--- src/rtl/strm_pkg.sv ---
// shared constants, op codes and width helpers for the range maximum segment tree
package strm_pkg;

  localparam int CMD_W = 2;
  localparam int VALUE_W = 32;
  localparam int INDEX_W = 11;

  localparam logic [CMD_W-1:0] CMD_CLEAR = 2'd0;
  localparam logic [CMD_W-1:0] CMD_LOAD = 2'd1;
  localparam logic [CMD_W-1:0] CMD_QUERY = 2'd2;

  localparam int OP_KIND_W = 2;

  typedef enum logic [OP_KIND_W-1:0] {
    OP_CLEAR,
    OP_WRITE,
    OP_BUILD,
    OP_QUERY
  } op_kind_t;

  localparam int QUEUE_DEPTH = 2;

  function automatic int eff_width(input int vw);
    return (vw < VALUE_W) ? vw : VALUE_W;
  endfunction

  function automatic int op_width(input int leaves, input int vw);
    return OP_KIND_W + 2 * $clog2(2 * leaves + 1) + eff_width(vw) + 1;
  endfunction

endpackage

--- src/rtl/strm_queue.sv ---
// short op queue between front and back end
module strm_queue #(
  parameter int WIDTH = 8
) (
  input  logic clk,
  input  logic rst,
  input  logic push_valid,
  output logic push_ready,
  input  logic [WIDTH-1:0] push_data,
  output logic pop_valid,
  input  logic pop_ready,
  output logic [WIDTH-1:0] pop_data
);
  import strm_pkg::*;

  localparam int PTR_W = (QUEUE_DEPTH > 1) ? $clog2(QUEUE_DEPTH) : 1;
  localparam int CNT_W = $clog2(QUEUE_DEPTH + 1);

  logic [WIDTH-1:0] entry [QUEUE_DEPTH];
  logic [PTR_W-1:0] wr_ptr;
  logic [PTR_W-1:0] rd_ptr;
  logic [CNT_W-1:0] count;
  logic do_push;
  logic do_pop;

  assign push_ready = count != CNT_W'(QUEUE_DEPTH);
  assign pop_valid = count != '0;
  assign pop_data = entry[rd_ptr];
  assign do_push = push_valid && push_ready;
  assign do_pop = pop_valid && pop_ready;

  always_ff @(posedge clk) begin
    if (do_push) begin
      entry[wr_ptr] <= push_data;
    end
  end

  always_ff @(posedge clk) begin
    if (rst) begin
      wr_ptr <= '0;
      rd_ptr <= '0;
      count <= '0;
    end else begin
      if (do_push) begin
        wr_ptr <= (wr_ptr == PTR_W'(QUEUE_DEPTH - 1)) ? '0 : wr_ptr + PTR_W'(1);
      end
      if (do_pop) begin
        rd_ptr <= (rd_ptr == PTR_W'(QUEUE_DEPTH - 1)) ? '0 : rd_ptr + PTR_W'(1);
      end
      if (do_push && !do_pop) begin
        count <= count + CNT_W'(1);
      end else if (do_pop && !do_push) begin
        count <= count - CNT_W'(1);
      end
    end
  end

endmodule

--- config.mk ---
export PLATFORM = sky130hd
export DESIGN_NAME = strm_queue
export DESIGN_NICKNAME = d
export VERILOG_FILES = /design/src/rtl/strm_pkg.sv /design/src/rtl/strm_queue.sv
export SDC_FILE = /design/constraint.sdc
export NUM_CORES = 1
export LEC_CHECK = 0
export BUFFER_PORTS_ARGS = -buffer_cell sky130_fd_sc_hd__buf_2
export CAP_MARGIN = 20
export CORE_MARGIN = 5
export CORE_UTILIZATION = 44
export DETAILED_ROUTE_END_ITERATION = 8
export PLACE_DENSITY = 0.69
export SETUP_SLACK_MARGIN = 0.4
export SKIP_LAST_GASP = 1
export SLEW_MARGIN = 30
export SYNTH_ARGS = -nofsm -noshare
export SYNTH_HDL_FRONTEND = slang
export SYNTH_SLANG_ARGS = --single-unit
--- constraint.sdc ---
create_clock -name clk -period 4.3 [get_ports clk]
set_input_delay 0.215 -clock clk [delete_from_list [all_inputs] [get_ports clk]]
set_output_delay 0.215 -clock clk [all_outputs]
set_load 0.005 [all_outputs]
; Yosys cells after proc, flatten, opt, wreduce, memory -nomap -nowiden
; Memory sizes are Yosys's and may differ from the RTL's. A register that Yosys moved wholly into a read port is not among the register bits.
; Index checks and enable logic that the tools add are counted.
[word_totals]
memories = 1
wordCells = 25
latch_bits = 0
ram_bits = 16
ff_bits = 4
rom_bits = 0
[mem_list]
columns = memory, words, width, rd, rd_clocked_by_memory_dff, write_ports, line
row1 = entry, 2, 8, 1, 1, 1, strm_queue.sv:19  ; logic [WIDTH-1:0] entry [QUEUE_DEPTH];
[classes]
n_bitwise = 0
div = 0
n_reduce_logical = 8
addsub = 4
shifts = 0
muxes = 8
eq_ne = 1
n_lt_le_gt_ge = 0
multipliers = 0
[op_table]
columns = operator, n
row1 = $mux 1, 6
row2 = $logic_and 1x1->1, 4
row3 = $mux 2, 2
row4 = $reduce_bool 2->1, 2
row5 = $add 1x1->1 const B, 2
row6 = $add 2x1->2 const B, 1
row7 = $logic_not 1->1, 2
row8 = $ne 2x2->1 const B, 1
row9 = $sub 2x1->2 const B, 1

; Logic depth before layout (Yosys ltp)
[depth]
depth_word = 6
ltp_mapped = 6
depth_no_buf = 6

; Worst setup path before layout
; Ideal clock, no wire load.
[synth_timing]
path_type = reg2reg
startpoint = register count[0]
endpoint = register count[1]
path_buffers = 0
setup_time_ns = 0.070
setup_slack_ns = 2.815
stages_incl_launch_ff = 6
arrival_time_ns = 1.415
path_cell_list = dfxtp_1 > nand2b_4 > and2_1 > ha_1 > or3_1 > a21oi_1
[synth_via]
elab_chain_cells = 5
elab_cells_between_ends = 13
[synth_lines]
columns = item, line
row1 = start: declaration, strm_queue.sv:22  ; logic [CNT_W-1:0] count;
row2 = start signal: assignment, strm_queue.sv:51  ; count <= count + CNT_W'(1);
row3 = start signal: assignment, strm_queue.sv:53  ; count <= count - CNT_W'(1);
row4 = $ne 2x2->1 (*), strm_queue.sv:26  ; assign push_ready = count != CNT_W'(QUEUE_DEPTH);
row5 = net push_ready, strm_queue.sv:8  ; output logic push_ready,
row6 = $logic_and 1x1->1 (*), strm_queue.sv:29  ; assign do_push = push_valid && push_ready;
row7 = $logic_not 1->1, strm_queue.sv:52  ; end else if (do_pop && !do_push) begin
row8 = $logic_and 1x1->1, strm_queue.sv:52
row9 = $reduce_bool 2->1 (no line), -
; The timed path passes the listed nets; every way through them passes the cells marked *. The select of a mux whose other input is x is not followed.
; A chain may end at the register's enable or synchronous reset.

; Final worst setup path
[layout_timing]
startpoint = register count[0]
endpoint = register count[1]
[layout_via]
elab_chain_cells = 5
elab_cells_between_ends = 13
[layout_lines]
columns = item
row1 = "parallel branches: the longest is 5 deep, another holds $sub 2x1->2"
; Parallel ways; which one is timed is not known. The select of a mux whose other input is x is not followed.

==> results.json <==
{
  "ctsHoldBuffers": 0,
  "synth_area_um2": 806,
  "slowest_stage": "or3_1",
  "drtPass1Iterations": 4,
  "critPathTopFamily": "simple AND/OR/NAND/NOR gates",
  "min_path_type": "in -> reg",
  "die_h_um": 52.8,
  "layout_worst_path_cycle_share": 0.366,
  "fillCellCount": 165,
  "antenna_found_initial": 0,
  "start_util": 0.467,
  "ios": 22,
  "final_common_cell": "buf_2",
  "io_buffers": 21,
  "nets": 87,
  "crit_type": "reg -> reg",
  "post-route-min-period_ns": 1.57,
  "end_kind": "flop",
  "relSlewSlack": 0.742,
  "power_density_nw_per_um2": 540,
  "wl_um": 1210,
  "clkSinkCount": 21,
  "track_usage": 0.101,
  "crit_fanout": 5,
  "fin_tns_setup_ns": 0,
  "setup_viol": 0,
  "start_kind": "flop",
  "ys.warnings.count": 0,
  "grt_overflow": 0,
  "clk_latency_ns": 0.29,
  "cts_tree": "done",
  "crit_arrival_ns": 1.81,
  "final_hold_viol_count": 0,
  "cts_setup_buffers": 0,
  "num_vias": 454,
  "tightestPinTransition_ns": 0.386,
  "root_buffer": "clkbuf_4",
  "via_per_inst": 4.63,
  "syn-num-nets": 62,
  "critical_path_required_ns": 4.53,
  "cts_buffers": 3,
  "syn_inst": 49,
  "report.final.slew_viol_count": 0,
  "die_area_um2": 2790,
  "wl_per_cell_um": 12.4,
  "rsz0062_at_grt": "no",
  "core_um2": 1730,
  "die_width_um": 52.8,
  "cts.repair.resized": 0,
  "ys_ff_latch": 21,
  "gp_congestion": 0.660,
  "grt_pass1_vias": 490,
  "max_freq_mhz": 636,
  "clk_path_buf_depth": 2,
  "fin_cells": 98,
  "cp_num_buf_inv": 0,
  "cap_viol_max_count": 0,
  "ir_worst_vdd_uv": 277,
  "drt_iter0_drc": 2,
  "row_count": 15,
  "dp.cells": 94,
  "grt_start_max_net_pins": 12,
  "hpwl_um": 902,
  "leakagePower_nw": 0.382,
  "antenna_cells": 0,
  "final_cell_mix": "buf_2 (21), edfxtp_1 (16), mux2_2 (8)",
  "synthDistinctLibCells": 17,
  "fin_worst_skew_ns": 0.00435,
  "htree_levels": 1,
  "area_delta_synth_final_pct": 19.6,
  "critical-path-max-stage-delay_ns": 0.37,
  "crit_chain": "nand2b_4, and2_1, ha_1, or3_1, a21oi_1",
  "drive_above_1_share": 0.479,
  "syn_area_per_cell_um2": 16.4,
  "synth-seq-area-share": 0.720,
  "grt_pass1_wl_um": 1990,
  "antenna_left": 0,
  "drcViolationCount": 0,
  "path_clk_slew_ns": 0.11,
  "status": "finished, final reports clean"
}
registers in the layout, summed over array words and instances (netlist names), named ones only:
| name | flops |
|---|---|
| rd_ptr | 1 |
| wr_ptr | 1 |
| count | 2 |
| entry | 16 |
area by class of cell:
cell class | instances | area, um2 | area share
clock buffer | 4 | 26.3 | 0.0273
inverter | 1 | 3.75 | 0.00390
multi-input combinational | 26 | 216 | 0.225
sequential | 21 | 581 | 0.603
tap | 25 | 31.3 | 0.0325
timing repair buffer | 21 | 105 | 0.109
path summary, 6_finish.rpt:
path / startpoint / endpoint / slack (ns) / depth (start not counted)
worst min-delay path: push_data[5] / entry[1][5] / 0.1 / 1
worst max-delay path: count[0] / count[1] / 2.73 / 5
worst max register to register: count[0] / count[1] / 2.73 / 5
worst min register to register: rd_ptr / rd_ptr / 0.55 / 2
synthesized netlist by cell type:
cell type	count	area share
ha_1	1	0.016
buf_2	1	0.0062
and3_1	1	0.0078
and2_1	1	0.0078
dfxtp_1	5	0.12
mux2_2	8	0.11
nand2b_4	1	0.017
a21oi_1	2	0.012
xor2_1	3	0.033
edfxtp_1	16	0.60
a21bo_2	1	0.012
nor2_1	3	0.014
nand3b_1	1	0.0093
o21ai_0	2	0.012
inv_1	1	0.0047
or3_1	1	0.0078
or2_2	1	0.0078
stage by stage:
stage	total power, W	instance area [um2]	utilization	setup WS, ns	hold slack, ns
after floorplan	0.000385	806	-	2.82	0.284
after detailed placement	0.000438	937	0.543	2.74	0.407
after global routing	0.000558	963	0.558	2.65	0.0776
after CTS	0.000528	963	0.558	2.71	0.0939
after global placement	0.000434	937	0.543	2.79	0.404
final	0.000520	963	0.558	2.73	0.0986
power breakdown:
part / internal [W] / leakage, nW / switching (W)
Combinational: 0.0000839 / 0.176 / 0.0000625
Sequential: 0.000257 / 0.191 / 0.0000268
Clock: 0.0000361 / 0.0150 / 0.0000538
cells by family after synthesis:
family                   after synthesis  synth area share
AND/OR/NAND/NOR                        9            0.0714
XOR/XNOR                               3            0.0326
multiplexers                           8             0.112
buffers and inverters                  2            0.0109
adder cells (fa/ha/maj)                1            0.0155
AO/OA/AOI/OAI                          5            0.0373
flip-flops                            21             0.721
per-layer routing:
layer,up-vias,track usage,part of all wire
met4,0,0.0638,0.022
li1,227,-,-
met5,-,0,0
met3,4,0.0313,0.066
met2,16,0.169,0.48
met1,207,0.110,0.43
Power figures use the tool's default switching activity.
