**config.mk**
```make
export PLATFORM = sky130hd
export DESIGN_NAME = strm_front_flat
export DESIGN_NICKNAME = d
export VERILOG_FILES = /design/src/rtl/strm_pkg.sv /design/src/rtl/strm_if.sv /design/src/rtl/strm_front.sv /design/src/flat_wrapper.sv
export SDC_FILE = /design/constraint.sdc
export NUM_CORES = 1
export LEC_CHECK = 0
export BUFFER_PORTS_ARGS = -buffer_cell sky130_fd_sc_hd__clkbuf_2
export CORE_ASPECT_RATIO = 1.25
export CORE_MARGIN = 2
export CORE_UTILIZATION = 42
export CTS_CLUSTER_DIAMETER = 40
export DETAILED_ROUTE_END_ITERATION = 10
export PLACE_DENSITY_LB_ADDON = 0.2
export SYNTH_ARGS = -nofsm -noshare
export SYNTH_HDL_FRONTEND = slang
export SYNTH_SLANG_ARGS = --single-unit
```
**constraint.sdc**
```tcl
create_clock -name clk -period 4.3 [get_ports clk]
set_input_delay 0.215 -clock clk [delete_from_list [all_inputs] [get_ports clk]]
set_output_delay 0.215 -clock clk [all_outputs]
set_load 0.01 [all_outputs]
```
**src/rtl/strm_pkg.sv**
```systemverilog
// shared constants, op codes and width helpers for the range maximum segment tree
package strm_pkg;

  localparam int CMD_W = 2;
  localparam int VALUE_W = 32;
  localparam int INDEX_W = 11;

  localparam logic [CMD_W-1:0] CMD_CLEAR = 2'd0;
  localparam logic [CMD_W-1:0] CMD_LOAD = 2'd1;
  localparam logic [CMD_W-1:0] CMD_QUERY = 2'd2;

  localparam int OP_KIND_W = 2;

  typedef enum logic [OP_KIND_W-1:0] {
    OP_CLEAR,
    OP_WRITE,
    OP_BUILD,
    OP_QUERY
  } op_kind_t;

  localparam int QUEUE_DEPTH = 2;

  function automatic int eff_width(input int vw);
    return (vw < VALUE_W) ? vw : VALUE_W;
  endfunction

  function automatic int op_width(input int leaves, input int vw);
    return OP_KIND_W + 2 * $clog2(2 * leaves + 1) + eff_width(vw) + 1;
  endfunction

endpackage

```
**src/rtl/strm_if.sv**
```systemverilog
// command and result channel interfaces
interface strm_item_if;
  import strm_pkg::*;

  logic valid;
  logic ready;
  logic [CMD_W-1:0] cmd;
  logic signed [VALUE_W-1:0] value;
  logic last;
  logic [INDEX_W-1:0] left;
  logic [INDEX_W-1:0] right;

  modport source (output valid, output cmd, output value, output last, output left,
                  output right, input ready);
  modport sink (input valid, input cmd, input value, input last, input left, input right,
                output ready);
endinterface


```
**src/rtl/strm_front.sv**
```systemverilog
// front end: accepts commands, tracks the load position and turns commands into tree ops
module strm_front #(
  parameter int LEAVES = 1024,
  parameter int VALUE_WIDTH = 32
) (
  input  logic clk,
  input  logic rst,
  strm_item_if.sink item,
  input  logic init_done,
  output logic q_valid,
  input  logic q_ready,
  output logic [strm_pkg::op_width(LEAVES, VALUE_WIDTH)-1:0] q_data
);
  import strm_pkg::*;

  localparam int EW = eff_width(VALUE_WIDTH);
  localparam int AW = $clog2(2 * LEAVES + 1);
  localparam int PW = $clog2(LEAVES + 1);

  logic [PW-1:0] pos;
  logic [PW-1:0] pos_next;
  op_kind_t kind;
  logic push;
  logic flag;
  logic [AW-1:0] addr_a;
  logic [AW-1:0] addr_b;
  logic [31:0] left_c;
  logic [31:0] right_c;
  logic pos_free;
  logic take;

  assign item.ready = init_done && q_ready;
  assign take = item.valid && item.ready;
  assign pos_free = 32'(pos) < 32'(LEAVES);

  // clamp query bounds to the leaf count
  assign left_c = (32'(item.left) > 32'(LEAVES)) ? 32'(LEAVES) : 32'(item.left);
  assign right_c = (32'(item.right) > 32'(LEAVES)) ? 32'(LEAVES) : 32'(item.right);

  always_comb begin
    kind = OP_CLEAR;
    push = 1'b0;
    flag = 1'b0;
    pos_next = pos;
    addr_a = AW'(32'(LEAVES) + left_c);
    addr_b = AW'(32'(LEAVES) + right_c);
    unique case (item.cmd)
      CMD_CLEAR: begin
        kind = OP_CLEAR;
        push = 1'b1;
        pos_next = '0;
      end
      CMD_LOAD: begin
        flag = item.last;
        if (pos_free) begin
          kind = OP_WRITE;
          push = 1'b1;
          addr_a = AW'(32'(LEAVES) + 32'(pos));
          pos_next = pos + PW'(1);
        end else begin
          kind = OP_BUILD;
          push = item.last;
        end
      end
      CMD_QUERY: begin
        kind = OP_QUERY;
        push = 1'b1;
        flag = !(item.left < item.right);
        if (flag) begin
          addr_b = addr_a;
        end
      end
      default: begin
        push = 1'b0;
      end
    endcase
  end

  assign q_valid = item.valid && init_done && push;
  assign q_data = {kind, addr_a, addr_b, item.value[EW-1:0], flag};

  always_ff @(posedge clk) begin
    if (rst) begin
      pos <= '0;
    end else if (take) begin
      pos <= pos_next;
    end
  end

endmodule

```
**src/flat_wrapper.sv**
```systemverilog
// flat-port wrapper written by rule: the top's interface ports become plain ports
module strm_front_flat import strm_pkg::*;
#(
  parameter int LEAVES = 1024,
  parameter int VALUE_WIDTH = 32
)
  (clk, rst, init_done, q_valid, q_ready, q_data, item_valid, item_cmd, item_value, item_last, item_left, item_right, item_ready);
  strm_item_if item_i ();
  input  logic clk;
  input  logic rst;
  input  logic init_done;
  output logic q_valid;
  input  logic q_ready;
  output logic [strm_pkg::op_width(LEAVES, VALUE_WIDTH)-1:0] q_data;
  input wire logic [$bits(item_i.valid)-1:0] item_valid;
  input wire logic [$bits(item_i.cmd)-1:0] item_cmd;
  input wire logic [$bits(item_i.value)-1:0] item_value;
  input wire logic [$bits(item_i.last)-1:0] item_last;
  input wire logic [$bits(item_i.left)-1:0] item_left;
  input wire logic [$bits(item_i.right)-1:0] item_right;
  output wire logic [$bits(item_i.ready)-1:0] item_ready;
  assign item_i.valid = item_valid;
  assign item_i.cmd = item_cmd;
  assign item_i.value = item_value;
  assign item_i.last = item_last;
  assign item_i.left = item_left;
  assign item_i.right = item_right;
  assign item_ready = item_i.ready;
  strm_front #(.LEAVES(LEAVES), .VALUE_WIDTH(VALUE_WIDTH)) u_core (.clk(clk), .rst(rst), .item(item_i), .init_done(init_done), .q_valid(q_valid), .q_ready(q_ready), .q_data(q_data));
endmodule
```
* After elaboration in Yosys (flattened, before gate mapping) *
Index checks and enable logic that the tools add are counted.
Widths: inputs -> output; s select.

storage, ports and cells
  bits in registers = 11
  input port bits = 62
  output and inout bits = 61
  logic and storage cells = 34

operators by class
  add/subtract/negate cells = 4
  $lt $le $gt $ge = 4
  equality and inequality tests = 3
  muxes and demuxes = 13
  reductions and logical operators = 9

operators by type and width
  cell                    count
  $mux 12                 4
  $mux 11                 3
  $add 11x12->12 const A  2
  $gt 11x11->1 const B    2
  $pmux 11 s2             1
  $add 11x11->12 const A  1
  $add 11x1->11 const B   1
  $lt 11x11->1            1
  $lt 11x11->1 const B    1
  $logic_and 1x1->1       4
  $pmux 1 s2              2
  $pmux 2 s2              1
  $reduce_and 3->1        1
  $eq 2x1->1 const B      1
  $eq 2x2->1 const B      1
  $logic_not 2->1         1
  $mux 2                  1
  $ne 2x1->1 const B      1
  $reduce_bool 2->1       1
  $reduce_or 2->1         1
  $logic_not 1->1         1
  $mux 1                  1

* Longest topological paths before layout *
Gate-level depths: netlist of run 1.

  depth in word-level cells = 5
  mapped depth = 9
  depth with buffers taken out = 7

* Least setup slack after synthesis of run 1 *
Ideal clock, no wire load.

  path kind = in2out
  start = in item_right[10]
  end = out q_data[0] in the netlist's numbering
  arrival = 1874 ps
  data required time = 4085 ps
  path slack = 2211 ps
  stages = 9
  buffers on the path = 3
  path through = inv_1 clkbuf_1 ha_1 a21oi_1 o21ai_0 o31a_1 buf_4 o21a_1 buf_4

on the way
  longest elaborated chain between the ends = 3

ends and longest elaborated chain
  item             line                text
  from (decl)      flat_wrapper.sv:20  input wire logic [$bits(item_i.right)-1:0] item_right;
  $lt 11x11->1     strm_front.sv:68    flag = !(item.left < item.right);
  $logic_not 1->1  strm_front.sv:68
  $pmux 1 s2       strm_front.sv:47    unique case (item.cmd)
  to (decl)        flat_wrapper.sv:14  output logic [strm_pkg::op_width(LEAVES, VALUE_WIDTH)-1:0] q_data;

Every way passes these cells.

* Worst setup path after layout of run 1 *
  start = in item_right[10]
  end = out q_data[44] in the netlist's numbering

on the way
  longest elaborated chain between the ends = 5
  elaborated cells between the ends (all ways) = 6
  classes of those cells = 1 x add/sub; 2 x order compare; 3 x mux

ends and longest elaborated chain
  item            line              text
  $gt 11x11->1    strm_front.sv:38  assign right_c = (32'(item.right) > 32'(LEAVES)) ? 32'(LEAVES) : 32'(item.right);
  $mux 11         strm_front.sv:38
  $add 11x12->12  strm_front.sv:46  addr_b = AW'(32'(LEAVES) + right_c);
  $mux 12         strm_front.sv:69  if (flag) begin
  $mux 12 (*)     strm_front.sv:47

Every way passes the cells marked *; elsewhere a longest branch is shown, timed or not.

==> results.cfg, run 1 <==
[sta]
tightest_slew_ns = 0.739
rsz0062_at_grt = false
fin_skew_ns = 0.00122
setup_slack_ns = 1.71
fin_tns_setup_ns = 0
hold_violations = 0
setup_viol = 0
period_share_pct = 60.2
max_clock_freq_ghz = 0.386
relSlewSlack_pct = 50.7
drv_slew = 0
post-route-min-period_ns = 2.59

[clock_tree]
hold_buffers = 0
h-tree-depth = 1
cts_tree = built
cts_buffer_depth = 2
clock_sinks = 11
ctsResizeCount = 0
clk_pin_slew_ns = 0.05
root_buffer = clkbuf_8
numCtsBuffers = 3
clock_latency_ns = 0.23
post-cts-setup-buffer-count = 0

[die]
rows = 24
ioPinCount = 123
die_x_um = 57.2
die_y_um = 70.5
core-area_um2 = 3420
start_util_pct = 43.3
dieArea_um2 = 4030

[cells_and_area]
area_growth_pct = 7.42
multiInputGateArea_um2 = 941
reg_top3 = u_core.pos x11
antenna_cells = 0
drive_above_1_share_pct = 29.8
nNetsFinal = 303
fillers = 383
regMostFlops = u_core.pos
largest_reg_flops = 11
regArea_um2 = 220

[logic_synthesis]
netlist-cell-type-count = 31
synth_top_area_share_pct = 17.2
avgSynthCellArea_um2 = 7.35
yosys_warnings = 0
synth_cells = 202
yosysTopAreaCell = buf_4
yosysSeqAreaShare_pct = 14.8
synth_seq_cells = 11
synth_area_um2 = 1480
syn-num-nets = 279
synth_area_leaders = buf_4 (17%), dfxtp_1 (15%), ha_1 (13%), mux2i_1 (7.4%), nand2_1 (6.6%)

[route]
ant_nets = 0
viasPerCell = 5.25
wl_per_cell_um = 12.6
totalWireLength_um = 3330
via_count = 1385
firstDrtPassIters = 4
drt_iter0_drc = 22
drc = 0

[global_routing]
grt_pass1_wl_um = 5550
grt_pass1_vias = 1299
overflow = 0
antenna_found_initial = 0
grt_max_degree = 24
grt.total_usage_pct = 16.7

[power]
power_density_nw_per_um2 = 194
power_leakage_uw = 0.000792
peakVddDrop_mv = 0.158

[critical_path]
critical_path.endpoint_type = output port
worstPathRequired_ns = 4.09
crit_arrival_ns = 2.37
r2r-end = u_core.pos[5]
worstSetupPathType = in -> out
r2r_cells = 5
cp_max_fo = 13
endpoint = q_data[44]
startpoint = item_right[10]
regToRegStartpoint = u_core.pos[10]
startpoint_type = input port
ff2ff_setup_slack_ns = 2.70

[placed_design]
gp_congestion = 0.796
place_ws_ns = 1.71
portBuffers = 58
dp_hpwl_um = 2780

[job]
cap_violations = 0

[hold_path]
hold_path_class = in -> reg

[outcome]
status = completed
-- metrics by stage --
step | instances | utilization [%] | cell area (µm²) | power, µW | hold slack (ns)
2_1_floorplan | 202 | - | 1480 | 197 | 0.284
3_3_place_gp | 260 | 45.2 | 1550 | 209 | 0.422
3_5_place_dp | 260 | 45.2 | 1550 | 208 | 0.424
4_1_cts | 264 | 46.6 | 1590 | 313 | 0.172
5_1_grt | 264 | 46.6 | 1590 | 328 | 0.174
6_report | 264 | 46.6 | 1590 | 309 | 0.178
-- synthesized netlist by cell type --
cell type	n
inv_1	13
o21a_1	2
or3_1	4
a21o_1	2
clkbuf_1	5
nand3_1	6
nand2_1	26
o21ai_0	15
and2b_1	1
mux2_2	2
o2111ai_2	1
nor2_1	7
buf_4	34
dfxtp_1	11
nand2_4	1
a211oi_1	2
xor2_1	4
o31a_1	1
ha_1	15
nor3_1	1
a21oi_1	12
o21a_4	1
and3_1	2
and4_1	1
nand4_1	3
nand2b_1	13
and2b_4	1
nor2b_1	1
mux2i_1	11
and2_1	3
or2b_1	1
-- metal layers --
metal  part of all wire (%)  global-route usage [%]
met1                     42                    19.9
met4                   0.96                    5.17
met2                     50                    28.4
met3                    7.0                    4.81
met5                      0                       0
-- worst min path at each step --
stage | start | to | slack [ns] | depth (start not counted)
2_1_floorplan | rst | u_core.pos[1] | 0.28 | 1
3_3_place_gp | rst | u_core.pos[0] | 0.42 | 2
3_5_place_dp | rst | u_core.pos[1] | 0.42 | 2
4_1_cts | rst | u_core.pos[0] | 0.17 | 2
5_1_grt | rst | u_core.pos[1] | 0.17 | 2
6_report | rst | u_core.pos[0] | 0.18 | 2
-- cell families after synthesis --
family / synth area share (%)
buf+inv: 21.8
fa+ha+maj: 12.6
mux: 8.94
simple gates: 24.7
xor+xnor: 2.36
compound gates: 14.8
flops: 14.8
-- critical path: stages --
cell and delay, ns:
clkbuf_2 0.09, inv_1 0.15, ha_1 0.37, nand4_1 0.13
a211oi_1 0.23, o31a_1 0.65, mux2_2 0.40, clkbuf_2 0.12
-- where the power goes --
| part | switching, µW | total, µW | internal, µW |
|---|---|---|---|
| clock | 38.4 | 104 | 65.1 |
| combinational | 57.1 | 103 | 46.0 |
| sequential | 0.125 | 102 | 102 |
-- cell usage in the layout, fill, tap and decap left out, drive strengths merged, types with 4 or more instances in the layout --
cell type,Yosys,layout
nand2b,13,13
o21ai,15,15
or3,4,4
nand2,27,27
nand3,6,6
ha,15,15
clkbuf,5,62
dfxtp,11,11
xor2,4,4
inv,13,13
mux2i,11,11
nor2,7,7
a21oi,12,12
-- layout make-up --
| class | count | share of cell area, % |
|---|---|---|
| multi-input cells | 139 | 59.0 |
| inverters | 13 | 3.06 |
| repair buffers | 58 | 18.2 |
| flip-flops and latches | 11 | 13.8 |
| clock buffers | 4 | 2.83 |
| well taps | 39 | 3.06 |
No activity file was read; power rests on OpenSTA's default activity.
==> inputs of run 2 (changes only) <==
ABC_AREA = 1   (was not set)
CORE_UTILIZATION = 38   (was 42)
clock period = 2.24 ns   (was 4.3 ns; I/O delays follow)
==> run 2 against run 1 <==
Count of clock-buffer cells in the layout did not move. Worst setup slack got worse by 1.2 ns. Critical path type unchanged. Largest cell class unchanged. Sequential cell count did not move. First-iteration DRC count rose to 2.8 times the previous value. Routed wire length rose by 28%. Combinational power rose by 150%. Highest routed layer unchanged.
==> results.cfg, run 2 <==
[clock_tree]
clock_latency_ns = 0.25
root_buffer = clkbuf_8
post-cts-setup-buffer-count = 0
cts_buffer_depth = 2
clk_pin_slew_ns = 0.05
cts_tree = built
clock_sinks = 11
h-tree-depth = 1
numCtsBuffers = 3
hold_buffers = 0
ctsResizeCount = 0

[die]
die_x_um = 65.2
core-area_um2 = 4460
rows = 27
dieArea_um2 = 5250
start_util_pct = 39.9
die_y_um = 80.5
ioPinCount = 123

[power]
seqPwrFrac_pct = 29.9
clock_power_share_pct = 31.5
power_density_nw_per_um2 = 346
p_comb_share_pct = 38.6
peakVddDrop_mv = 0.226
power_leakage_uw = 0.00111
switching_power_uw = 241
power_uw = 660
swShare_pct = 36.6
power.internal_uw = 418

[logic_synthesis]
avgSynthCellArea_um2 = 5.91
synth_seq_cells = 11
synth_cells = 301
syn-num-nets = 378
synth-edff-count = 0
synth_area_leaders = nand2_1 (16%), buf_4 (14%), dfxtp_1 (12%), ha_1 (11%), inv_1 (9.9%)
netlist-cell-type-count = 27
synth_top_area_share_pct = 15.8
yosysSeqAreaShare_pct = 12.4
synth_flop_cell = dfxtp_1
synth_area_um2 = 1780
yosys_warnings = 0
synthArstFlopShare_pct = 0
synthTopCellsByCount = nand2_1 (75), inv_1 (47), nor2_1 (38)
yosysTopAreaCell = nand2_1
yosysMostFrequentCell = nand2_1

[critical_path]
cp_max_fo = 13
cp_top_family = simple AND/OR/NAND/NOR gates
regToRegStartpoint = u_core.pos[1]
crit_arrival_ns = 1.60
ff2ff_setup_slack_ns = 1.00
critical_path.endpoint_type = output port
cp_slowest_stage_delay_ns = 0.30
cp_cell_sequence = clkbuf_2 > inv_1 > ha_1 > a21o_1 > nor2_2 > nand3_4 > nand2_4 > nand2_1 > nand2_1 > clkbuf_2
worstSetupPathType = in -> out
worstPathRequired_ns = 2.13
startpoint_type = input port
startpoint = item_right[10]
cp_num_buf_inv = 3
critPathSlowestCell = ha_1

[sta]
post-route-min-period_ns = 1.71
setup_viol = 0
tightest_slew_ns = 0.579
fin_skew_ns = 0.00123
period_share_pct = 76.5
setup_slack_ns = 0.527
drv_slew = 0
rsz0062_at_grt = false
max_clock_freq_ghz = 0.584
relSlewSlack_pct = 61.2
hold_ws_ns = 0.0916
hold_violations = 0
fin_tns_setup_ns = 0

[placed_design]
portBuffers = 58
gp_congestion = 0.897
place_ws_ns = 0.524
dp_hpwl_um = 3660

[cells_and_area]
mostFrequentLayoutCells = nand2_1 (75), clkbuf_2 (58), inv_1 (47)
drive_above_1_share_pct = 26.1
antenna_cells = 0
fillers = 518
final_common_cell = nand2_1
largest_reg_flops = 11
regMostFlops = u_core.pos
reg_top3 = u_core.pos x11
area_growth_pct = 7.31
post-route-util_pct = 42.8
nNetsFinal = 404

[job]
cap_violations = 0

[global_routing]
overflow = 0
grt_pass1_vias = 1573
grt_pass1_wl_um = 6790
antenna_found_initial = 0
grt_max_degree = 17
grt.total_usage_pct = 16.4

[route]
firstDrtPassIters = 4
drt_iter0_drc = 61
ant_nets = 0
totalWireLength_um = 4260
via_count = 1743
viasPerCell = 4.54
wl_per_cell_um = 11.1
drc = 0

[hold_path]
hold_start = rst
hold_path_class = in -> reg

[outcome]
status = completed
## run 2: power groups by stage
stage	registers (µW)	clock network (µW)	logic [µW]
2_1_floorplan	201	0	227
3_3_place_gp	201	0	258
3_5_place_dp	201	0	258
4_1_cts	197	215	259
5_1_grt	197	224	291
6_report	197	208	255
## run 2: kinds of logic after synthesis
group / Yosys count / synth area share (%)
adders and majority gates: 15 / 10.5
DFF: 11 / 12.4
and+or+nand+nor: 154 / 39.9
AOI/OAI and AO/OA: 31 / 10.2
buffers and inverters: 90 / 27.0
## run 2: area by class of cell
cell class                 count  area (µm²)  area share (%)
clock buffer                   4        45.0            2.36
multi-input combinational    200        1080            56.5
timing repair buffer          59         298            15.6
tap                           58        72.6            3.80
inverter                      52         195            10.2
sequential                    11         220            11.5
## run 2: final timing paths
check,to,cells past startpoint
worst max register to register,u_core.pos[8],6
worst max-delay path,q_data[39],10
worst min register to register,u_core.pos[4],2
worst min-delay path,u_core.pos[7],2
## run 2: metrics by stage
stage,cell area (µm²),std cells
floorplan,1780,301
global placement,1860,380
detailed placement,1860,380
CTS,1910,384
global route,1910,384
finish,1910,384
## run 2: metal layers
metal  GRT usage, %  routed length (µm)  share of wire [%]
met4           8.75                 123                2.9
met2           30.6                2170                 51
met5              0                   0                  0
met3           1.82                 206                4.8
met1           17.8                1760                 41
